`config.mk`:
```
export PLATFORM = sky130hd
export DESIGN_NAME = heap_free_list_rebuild_scan
export DESIGN_NICKNAME = d
export VERILOG_FILES = /design/src/sv/hfl_pkg.sv /design/src/sv/heap_free_list_rebuild_scan.sv /design/src/sv/hfl_cfg.sv /design/src/sv/hfl_scan.sv
export SDC_FILE = /design/constraint.sdc
export NUM_CORES = 1
export LEC_CHECK = 0
export ABC_AREA = 0
export CAP_MARGIN = 0
export CORE_MARGIN = 4
export CORE_UTILIZATION = 47
export CTS_CLUSTER_DIAMETER = 100
export CTS_CLUSTER_SIZE = 14
export DETAILED_ROUTE_END_ITERATION = 12
export DONT_BUFFER_PORTS = 1
export GPL_TIMING_DRIVEN = 1
export PLACE_DENSITY_LB_ADDON = 0.12
export SETUP_SLACK_MARGIN = 0.5
export SLEW_MARGIN = 15
export SYNTH_ARGS = -nofsm -noshare
export SYNTH_HDL_FRONTEND = slang
export SYNTH_SLANG_ARGS = --single-unit
```
`constraint.sdc`:
```
create_clock -name i_clk -period 10.1 [get_ports i_clk]
set_input_delay 1.515 -clock i_clk [delete_from_list [all_inputs] [get_ports i_clk]]
set_output_delay 1.515 -clock i_clk [all_outputs]
set_load 0.03 [all_outputs]
```
`src/sv/hfl_pkg.sv`:
```
`timescale 1ns / 1ps
`default_nettype none

package hfl_pkg;

    localparam int ADDR_BITS       = 32;
    localparam int SIZE_FIELD_BITS = 31;
    localparam int ALLOC_FLAG_BIT  = 31;

    localparam int HDR_W   = 32;
    localparam int OUT_W   = 32;
    localparam int CFG_W   = 32;
    localparam int PADDR_W = 3;

    // size bits above the header width read as zero
    localparam int SIZE_W  = (SIZE_FIELD_BITS < HDR_W) ? SIZE_FIELD_BITS : HDR_W;
    localparam bit FLAG_IN = (ALLOC_FLAG_BIT < HDR_W);
    localparam int FLAG_IX = FLAG_IN ? ALLOC_FLAG_BIT : 0;

    localparam int EXT_W = (ADDR_BITS > OUT_W) ? ADDR_BITS : OUT_W;
    localparam int END_W = EXT_W + 1;
    localparam int SUM_W = ((ADDR_BITS > SIZE_W) ? ADDR_BITS : SIZE_W) + 1;

    // register index is paddr[2]
    localparam logic REG_HEAP_BASE   = 1'b0;
    localparam logic REG_HEAP_LENGTH = 1'b1;

    localparam logic CMD_START  = 1'b0;
    localparam logic CMD_HEADER = 1'b1;

    localparam int OUT_BITS  = 4 + 7 * OUT_W;
    localparam int OUT_TDATA = ((OUT_BITS + 7) / 8) * 8;

    typedef struct packed {
        logic [CFG_W-1:0] heap_base;
        logic [CFG_W-1:0] heap_length;
    } t_cfg;

    typedef struct packed {
        logic             block_is_free;
        logic             has_previous_free;
        logic [OUT_W-1:0] previous_free_address;
        logic [OUT_W-1:0] this_block_address;
        logic [OUT_W-1:0] next_scan_address;
        logic             scan_done;
        logic             scan_error;
        logic [OUT_W-1:0] first_free_address;
        logic [OUT_W-1:0] last_free_address;
        logic [OUT_W-1:0] largest_free_address;
        logic [OUT_W-1:0] free_byte_total;
    } t_result;

    function automatic logic [OUT_W-1:0] to_out(input logic [ADDR_BITS-1:0] a);
        logic [EXT_W-1:0] ext;
        ext = EXT_W'(a);
        return ext[OUT_W-1:0];
    endfunction

endpackage

`default_nettype wire

```
`src/sv/heap_free_list_rebuild_scan.sv`:
```
// path: an accepted input transaction is held in the input register, then its result
// is held in the result register
// throughput: one header per cycle while results are taken; the scan state updates in the same cycle as the result
// ready drops only while the result register is full and not being taken
// reset (synchronous, active low) empties both registers, idles the scan, zeroes the config
`timescale 1ns / 1ps
`default_nettype none

module heap_free_list_rebuild_scan (
    input  wire                             i_clk,
    input  wire                             i_rst_n,
    // slave side
    input  wire                             i_s_axis_tvalid,
    output logic                            o_s_axis_tready,
    input  wire  [hfl_pkg::HDR_W-1:0]       i_s_axis_tdata,  // header_word
    input  wire                             i_s_axis_tuser,  // command
    // master side
    output logic                            o_m_axis_tvalid,
    input  wire                             i_m_axis_tready,
    // block_is_free, has_previous_free, previous_free_address, this_block_address,
    // next_scan_address, scan_done, scan_error, first_free_address,
    // last_free_address, largest_free_address, free_byte_total, zero fill
    output logic [hfl_pkg::OUT_TDATA-1:0]   o_m_axis_tdata,
    // configuration
    input  wire                             psel,
    input  wire                             penable,
    input  wire                             pwrite,
    input  wire  [hfl_pkg::PADDR_W-1:0]     paddr,
    input  wire  [hfl_pkg::CFG_W-1:0]       pwdata,
    output logic [hfl_pkg::CFG_W-1:0]       prdata,
    output logic                            pready
);
    import hfl_pkg::*;

    t_cfg       cfg;
    t_result    result;

    logic             r_in_vld;
    logic             r_in_cmd;
    logic [HDR_W-1:0] r_in_hdr;
    logic             r_out_vld;
    t_result          r_out;
    logic             out_load;
    logic             in_take;

    assign out_load        = ~r_out_vld | i_m_axis_tready;
    assign in_take         = r_in_vld & out_load;
    assign o_s_axis_tready = ~r_in_vld | out_load;

    always_ff @(posedge i_clk) begin
        if (!i_rst_n) begin
            r_in_vld <= 1'b0;
        end else if (o_s_axis_tready) begin
            r_in_vld <= i_s_axis_tvalid;
        end
    end

    always_ff @(posedge i_clk) begin
        if (o_s_axis_tready && i_s_axis_tvalid) begin
            r_in_cmd <= i_s_axis_tuser;
            r_in_hdr <= i_s_axis_tdata;
        end
    end

    always_ff @(posedge i_clk) begin
        if (!i_rst_n) begin
            r_out_vld <= 1'b0;
        end else if (out_load) begin
            r_out_vld <= r_in_vld;
        end
    end

    always_ff @(posedge i_clk) begin
        if (in_take) begin
            r_out <= result;
        end
    end

    hfl_cfg u_cfg (
        .i_clk   (i_clk),
        .i_rst_n (i_rst_n),
        .psel    (psel),
        .penable (penable),
        .pwrite  (pwrite),
        .paddr   (paddr),
        .pwdata  (pwdata),
        .prdata  (prdata),
        .pready  (pready),
        .o_cfg   (cfg)
    );

    hfl_scan u_scan (
        .i_clk     (i_clk),
        .i_rst_n   (i_rst_n),
        .i_fire    (in_take),
        .i_command (r_in_cmd),
        .i_header  (r_in_hdr),
        .i_cfg     (cfg),
        .o_result  (result)
    );

    assign o_m_axis_tvalid = r_out_vld;
    assign o_m_axis_tdata  = {
        (OUT_TDATA - OUT_BITS)'(0),
        r_out.free_byte_total,
        r_out.largest_free_address,
        r_out.last_free_address,
        r_out.first_free_address,
        r_out.scan_error,
        r_out.scan_done,
        r_out.next_scan_address,
        r_out.this_block_address,
        r_out.previous_free_address,
        r_out.has_previous_free,
        r_out.block_is_free
    };

endmodule

`default_nettype wire

```
`src/sv/hfl_cfg.sv`:
```
`timescale 1ns / 1ps
`default_nettype none

module hfl_cfg (
    input  wire                          i_clk,
    input  wire                          i_rst_n,
    input  wire                          psel,
    input  wire                          penable,
    input  wire                          pwrite,
    input  wire  [hfl_pkg::PADDR_W-1:0]  paddr,
    input  wire  [hfl_pkg::CFG_W-1:0]    pwdata,
    output logic [hfl_pkg::CFG_W-1:0]    prdata,
    output logic                         pready,
    output hfl_pkg::t_cfg                o_cfg
);
    import hfl_pkg::*;

    logic [CFG_W-1:0] r_heap_base;
    logic [CFG_W-1:0] r_heap_length;
    logic             wr_en;
    logic             reg_sel;

    assign pready  = 1'b1;
    assign wr_en   = psel & penable & pwrite & pready;
    assign reg_sel = paddr[2];

    always_ff @(posedge i_clk) begin
        if (!i_rst_n) begin
            r_heap_base   <= '0;
            r_heap_length <= '0;
        end else if (wr_en) begin
            case (reg_sel)
                REG_HEAP_BASE:   r_heap_base   <= pwdata;
                REG_HEAP_LENGTH: r_heap_length <= pwdata;
                default: ;
            endcase
        end
    end

    always_comb begin
        case (reg_sel)
            REG_HEAP_BASE:   prdata = r_heap_base;
            REG_HEAP_LENGTH: prdata = r_heap_length;
            default:         prdata = '0;
        endcase
    end

    assign o_cfg.heap_base   = r_heap_base;
    assign o_cfg.heap_length = r_heap_length;

endmodule

`default_nettype wire

```
`src/sv/hfl_scan.sv`:
```
`timescale 1ns / 1ps
`default_nettype none

module hfl_scan (
    input  wire                       i_clk,
    input  wire                       i_rst_n,
    input  wire                       i_fire,
    input  wire                       i_command,
    input  wire  [hfl_pkg::HDR_W-1:0] i_header,
    input  hfl_pkg::t_cfg             i_cfg,
    output hfl_pkg::t_result          o_result
);
    import hfl_pkg::*;

    logic [ADDR_BITS-1:0] r_scan_addr,  n_scan_addr;
    logic [ADDR_BITS-1:0] r_prev_free,  n_prev_free;
    logic [ADDR_BITS-1:0] r_first_free, n_first_free;
    logic [ADDR_BITS-1:0] r_large_addr, n_large_addr;
    logic [SIZE_W-1:0]    r_large_size, n_large_size;
    logic [OUT_W-1:0]     r_free_sum,   n_free_sum;
    logic                 r_active,     n_active;
    logic                 r_list_vld,   n_list_vld;
    logic                 r_err,        n_err;

    logic [SIZE_W-1:0]    size;
    logic                 allocated;
    logic [ADDR_BITS-1:0] base_a;
    logic [END_W-1:0]     region_top;
    logic [SUM_W-1:0]     sum;
    logic                 carry;
    logic [ADDR_BITS-1:0] adv_addr;
    logic                 done;
    logic                 zero_size;

    assign size       = i_header[SIZE_W-1:0];
    assign allocated  = FLAG_IN ? i_header[FLAG_IX] : 1'b0;
    assign zero_size  = (size == '0);
    assign base_a     = ADDR_BITS'(i_cfg.heap_base);
    assign region_top = END_W'(base_a) + END_W'(i_cfg.heap_length);
    assign sum        = SUM_W'(r_scan_addr) + SUM_W'(size);
    assign carry      = (sum[SUM_W-1:ADDR_BITS] != '0);
    assign adv_addr   = sum[ADDR_BITS-1:0];
    assign done       = zero_size | carry | (END_W'(adv_addr) >= region_top);

    always_comb begin
        n_scan_addr  = r_scan_addr;
        n_prev_free  = r_prev_free;
        n_first_free = r_first_free;
        n_large_addr = r_large_addr;
        n_large_size = r_large_size;
        n_free_sum   = r_free_sum;
        n_active     = r_active;
        n_list_vld   = r_list_vld;
        n_err        = r_err;

        o_result                       = '0;
        o_result.next_scan_address     = to_out(r_scan_addr);
        o_result.scan_done             = 1'b1;
        o_result.scan_error            = r_err;

        if (i_command == CMD_START) begin
            n_scan_addr  = base_a;
            n_prev_free  = '0;
            n_first_free = '0;
            n_large_addr = '0;
            n_large_size = '0;
            n_free_sum   = '0;
            n_list_vld   = 1'b0;
            n_err        = 1'b0;
            n_active     = (i_cfg.heap_length != '0);
            o_result.next_scan_address = to_out(base_a);
            o_result.scan_done         = ~n_active;
            o_result.scan_error        = 1'b0;
        end else if (r_active) begin
            o_result.this_block_address = to_out(r_scan_addr);
            if (!allocated) begin
                o_result.block_is_free = 1'b1;
                if (size > r_large_size) begin
                    n_large_size = size;
                    n_large_addr = r_scan_addr;
                end
                n_free_sum = r_free_sum + OUT_W'(size);
                if (r_list_vld) begin
                    o_result.has_previous_free     = 1'b1;
                    o_result.previous_free_address = to_out(r_prev_free);
                end else begin
                    n_first_free = r_scan_addr;
                    n_list_vld   = 1'b1;
                end
                n_prev_free = r_scan_addr;
            end
            // zero-size block stops in place with an error
            n_scan_addr = zero_size ? r_scan_addr : adv_addr;
            if (done) begin
                n_active = 1'b0;
                n_err    = zero_size;
            end
            o_result.next_scan_address = to_out(n_scan_addr);
            o_result.scan_done         = done;
            o_result.scan_error        = zero_size;
        end

        o_result.first_free_address   = n_list_vld ? to_out(n_first_free) : '0;
        o_result.last_free_address    = n_list_vld ? to_out(n_prev_free) : '0;
        o_result.largest_free_address = to_out(n_large_addr);
        o_result.free_byte_total      = n_free_sum;
    end

    always_ff @(posedge i_clk) begin
        if (!i_rst_n) begin
            r_scan_addr  <= '0;
            r_prev_free  <= '0;
            r_first_free <= '0;
            r_large_addr <= '0;
            r_large_size <= '0;
            r_free_sum   <= '0;
            r_active     <= 1'b0;
            r_list_vld   <= 1'b0;
            r_err        <= 1'b0;
        end else if (i_fire) begin
            r_scan_addr  <= n_scan_addr;
            r_prev_free  <= n_prev_free;
            r_first_free <= n_first_free;
            r_large_addr <= n_large_addr;
            r_large_size <= n_large_size;
            r_free_sum   <= n_free_sum;
            r_active     <= n_active;
            r_list_vld   <= n_list_vld;
            r_err        <= n_err;
        end
    end

    a_err_done: assert property (@(posedge i_clk) disable iff (!i_rst_n)
        o_result.scan_error |-> o_result.scan_done)
        else $error("scan error without scan done");

    a_prev_free: assert property (@(posedge i_clk) disable iff (!i_rst_n)
        o_result.has_previous_free |-> (o_result.block_is_free && r_list_vld))
        else $error("back link on a block that is not free");

    a_done_idle: assert property (@(posedge i_clk) disable iff (!i_rst_n)
        (i_fire && i_command == CMD_HEADER && o_result.scan_done) |=> !r_active)
        else $error("scan still active after done");

    a_start_active: assert property (@(posedge i_clk) disable iff (!i_rst_n)
        (i_fire && i_command == CMD_START) |=>
            (r_active == $past(i_cfg.heap_length != '0)) && !r_list_vld)
        else $error("start did not set up the scan");

    a_err_idle: assert property (@(posedge i_clk) disable iff (!i_rst_n)
        r_err |-> !r_active)
        else $error("error latched while scanning");

endmodule

`default_nettype wire

```
==> results.yml <==
sta:
  setup-violations-final: 0
  rsz0062_at_grt: "false"
  tightest_slew_ps: 1160
  maxSlewViolCount: 0
  hold_violations: 0
  skew_ps: 19.7
  period_needed_ps: 5570
  min_period_over_period: 0.551
  slew_headroom: 0.223
  setup_tns_ps: 0
  clock.fmax_ghz: 0.180
global_routing:
  met3_usage: 0.0562
  busiest_layer: "met2"
  grt_use_total: 0.262
  grt_pass1_wl_um: 124000
  met1_usage: 0.360
  grt_pass1_vias: 19866
  use_met2: 0.429
  antenna_found_initial: 8
  grt_max_degree: 195
  gr-total-overflow: 0
clock_tree:
  cts_resized: 0
  root_buffer: "clkbuf_16"
  postCtsSetupBuffers: 0
  clkTransAtPathRegs_ps: 70
  clockBufferDepth: 3
  hold_buffers: 0
  cts.sinks: 521
  cts_tree: "done"
  cts_buffers: 43
  clock_latency_ps: 590
  htreeDepth: 2
placement:
  post_dp_cell_area_um2: 27400
  io_buffers: 0
  place.gp.congestion: 0.934
  place_hpwl_um: 57400
detailed_routing:
  vias_per_cell: 6.13
  drt_iter0_drc: 1706
  wl_per_cell_um: 24.2
  vias: 20967
  drc: 0
  routed_wl_um: 82800
  drt_pass1_iterations: 7
  drtAntennaViolNets: 0
yosys:
  synth-edff-count: 261
  synth_most_common_cell: "nand2_1"
  synth_cell_type_count: 77
  synth-async-reset-ratio: 0
  syn_inst: 2735
  synthFlopType: "edfxtp_1"
  ys_seq_area_frac: 0.486
  synth_top_area_frac: 0.292
  avgSynthCellArea_um2: 9.81
  synth_area_leader_cell: "edfxtp_1"
  ys_warn_count: 0
  synth_common_cells: "359 x nand2_1, 261 x edfxtp_1, 260 x dfxtp_1"
  synth_seq_cells: 521
  synth_area_um2: 26800
  synth.area.top_cells: "edfxtp_1 29%, dfxtp_1 19%, ha_1 7.3%"
critical_path:
  end_kind: "flop"
  crit_buf_inv: 0
  slowest_stage: "a2111oi_1"
  cp-start-kind: "flop"
  path_max_fanout: 5
  crit_chain: "ha_1, fa_1, a21o_1, a21oi_1, o31a_1, o31ai_2, a2111oi_1, o31a_1, o21ai_2, and4b_1, nor4_1, ha_1, a21o_1, a21o_1, a21o_1, o21ai_0, o311ai_0, o21ai_0, a31oi_1, a31oi_1, a21oi_1"
  path_class: "reg -> reg"
  crit_family: "compound AO/OA/AOI/OAI gates"
  required_ps: 10380
  critical-path-max-stage-delay_ps: 430
  cpMostUsedCell: "a21o_1"
  critPathArrivalTime_ps: 5850
  rrSetupSlack_ps: 4530
finish:
  area_delta_synth_final_pct: 6.86
  utilization: 0.508
  drive_gt1_frac: 0.0537
  nNetsFinal: 2867
  fin_area_um2: 28700
floorplanning:
  rows: 87
  start_util: 0.475
  chipHeight_um: 247
  core_area_um2: 56500
  dieArea_um2: 61000
  io_pins: 342
  dieWidth_um: 247
power:
  powerDensity_nw_per_um2: 158
  vdd_drop_max_mv: 0.120
  power.leakage_nw: 10.9
min_path:
  hold_class: "reg -> reg"
run_status:
  run_status: "finished, final reports clean"
run:
  maxCapViolCount: 0
cell usage in the layout, fill, tap and decap left out, types with 75 or more instances in the layout:
cell        n
edfxtp_1  261
nand2_1   359
and3_1     75
ha_1      157
dfxtp_1   259
nor2b_1    89
o21ai_0    81
a21oi_1   211
nor2_1    196
a21o_1     84
state kept, by name (all words and copies together) (netlist names):
register	cells
u_scan.r_large_size	31
u_scan.r_large_addr	32
r_in_cmd	1
r_in_vld	1
u_scan.r_prev_free	32
u_scan.r_free_sum	32
u_scan.r_list_vld	1
u_scan.r_err	1
u_cfg.r_heap_base	32
u_scan.r_scan_addr	32
u_cfg.r_heap_length	32
u_scan.r_active	1
o_m_axis_tdata	228
o_m_axis_tvalid	1
r_in_hdr	32
u_scan.r_first_free	32
cell families after synthesis:
| kind of cell | synth area share |
|---|---|
| buf+inv | 0.0347 |
| flops | 0.486 |
| compound gates | 0.199 |
| xor+xnor | 0.0251 |
| other cells | 0.000280 |
| fa+ha+maj | 0.0754 |
| simple gates | 0.150 |
| mux | 0.0291 |
worst register-to-register path, delay by kind of cell (launching register included):
family                   cells  cell delay, ps
AO/OA/AOI/OAI               16            3520
flip-flops                   1             360
AND/OR/NAND/NOR              2             470
adder cells (fa/ha/maj)      3             940
path summary, 6_finish.rpt:
path,from,end,cells after the start
worst max-delay path,u_cfg.r_heap_base[0],o_m_axis_tdata[98],21
worst min-delay path,u_scan.r_large_addr[26],u_scan.r_large_addr[26],1
worst max register to register,u_cfg.r_heap_base[0],o_m_axis_tdata[98],21
worst min register to register,u_scan.r_large_addr[26],u_scan.r_large_addr[26],1
through the flow:
| stage | worst slack, ps | total power (W) | std cells | hold slack (ps) |
|---|---|---|---|---|
| floorplan | 1190 | 0.00280 | 2738 | 442 |
| global placement | 4560 | 0.00294 | 3342 | 455 |
| detailed placement | 4610 | 0.00295 | 3342 | 454 |
| CTS | 4590 | 0.00455 | 3419 | 475 |
| global route | 4220 | 0.00469 | 3420 | 489 |
| finish | 4530 | 0.00452 | 3422 | 475 |
cell type report:
| type | count | area (um^2) |
|---|---|---|
| timing repair buffer | 28 | 223 |
| clock inverter | 4 | 71.3 |
| clock buffer | 73 | 1190 |
| fill | 5123 | 27800 |
| sequential | 521 | 13000 |
| inverter | 60 | 235 |
| multi-input combinational | 1978 | 13000 |
| antenna | 2 | 5.00 |
| tap | 756 | 946 |
routing by layer:
layer	vias to the layer above	routed length, um
met5	-	53
met4	8	1740
met3	110	6650
met2	757	38300
met1	10321	36100
li1	9771	-
where the power goes:
group / internal [W] / switching [W] / total (W)
clock network: 0.000830 / 0.000782 / 0.00161
registers: 0.00229 / 0.000166 / 0.00245
logic: 0.000157 / 0.000302 / 0.000459
Note: power is estimated with default switching activity, not from simulation.
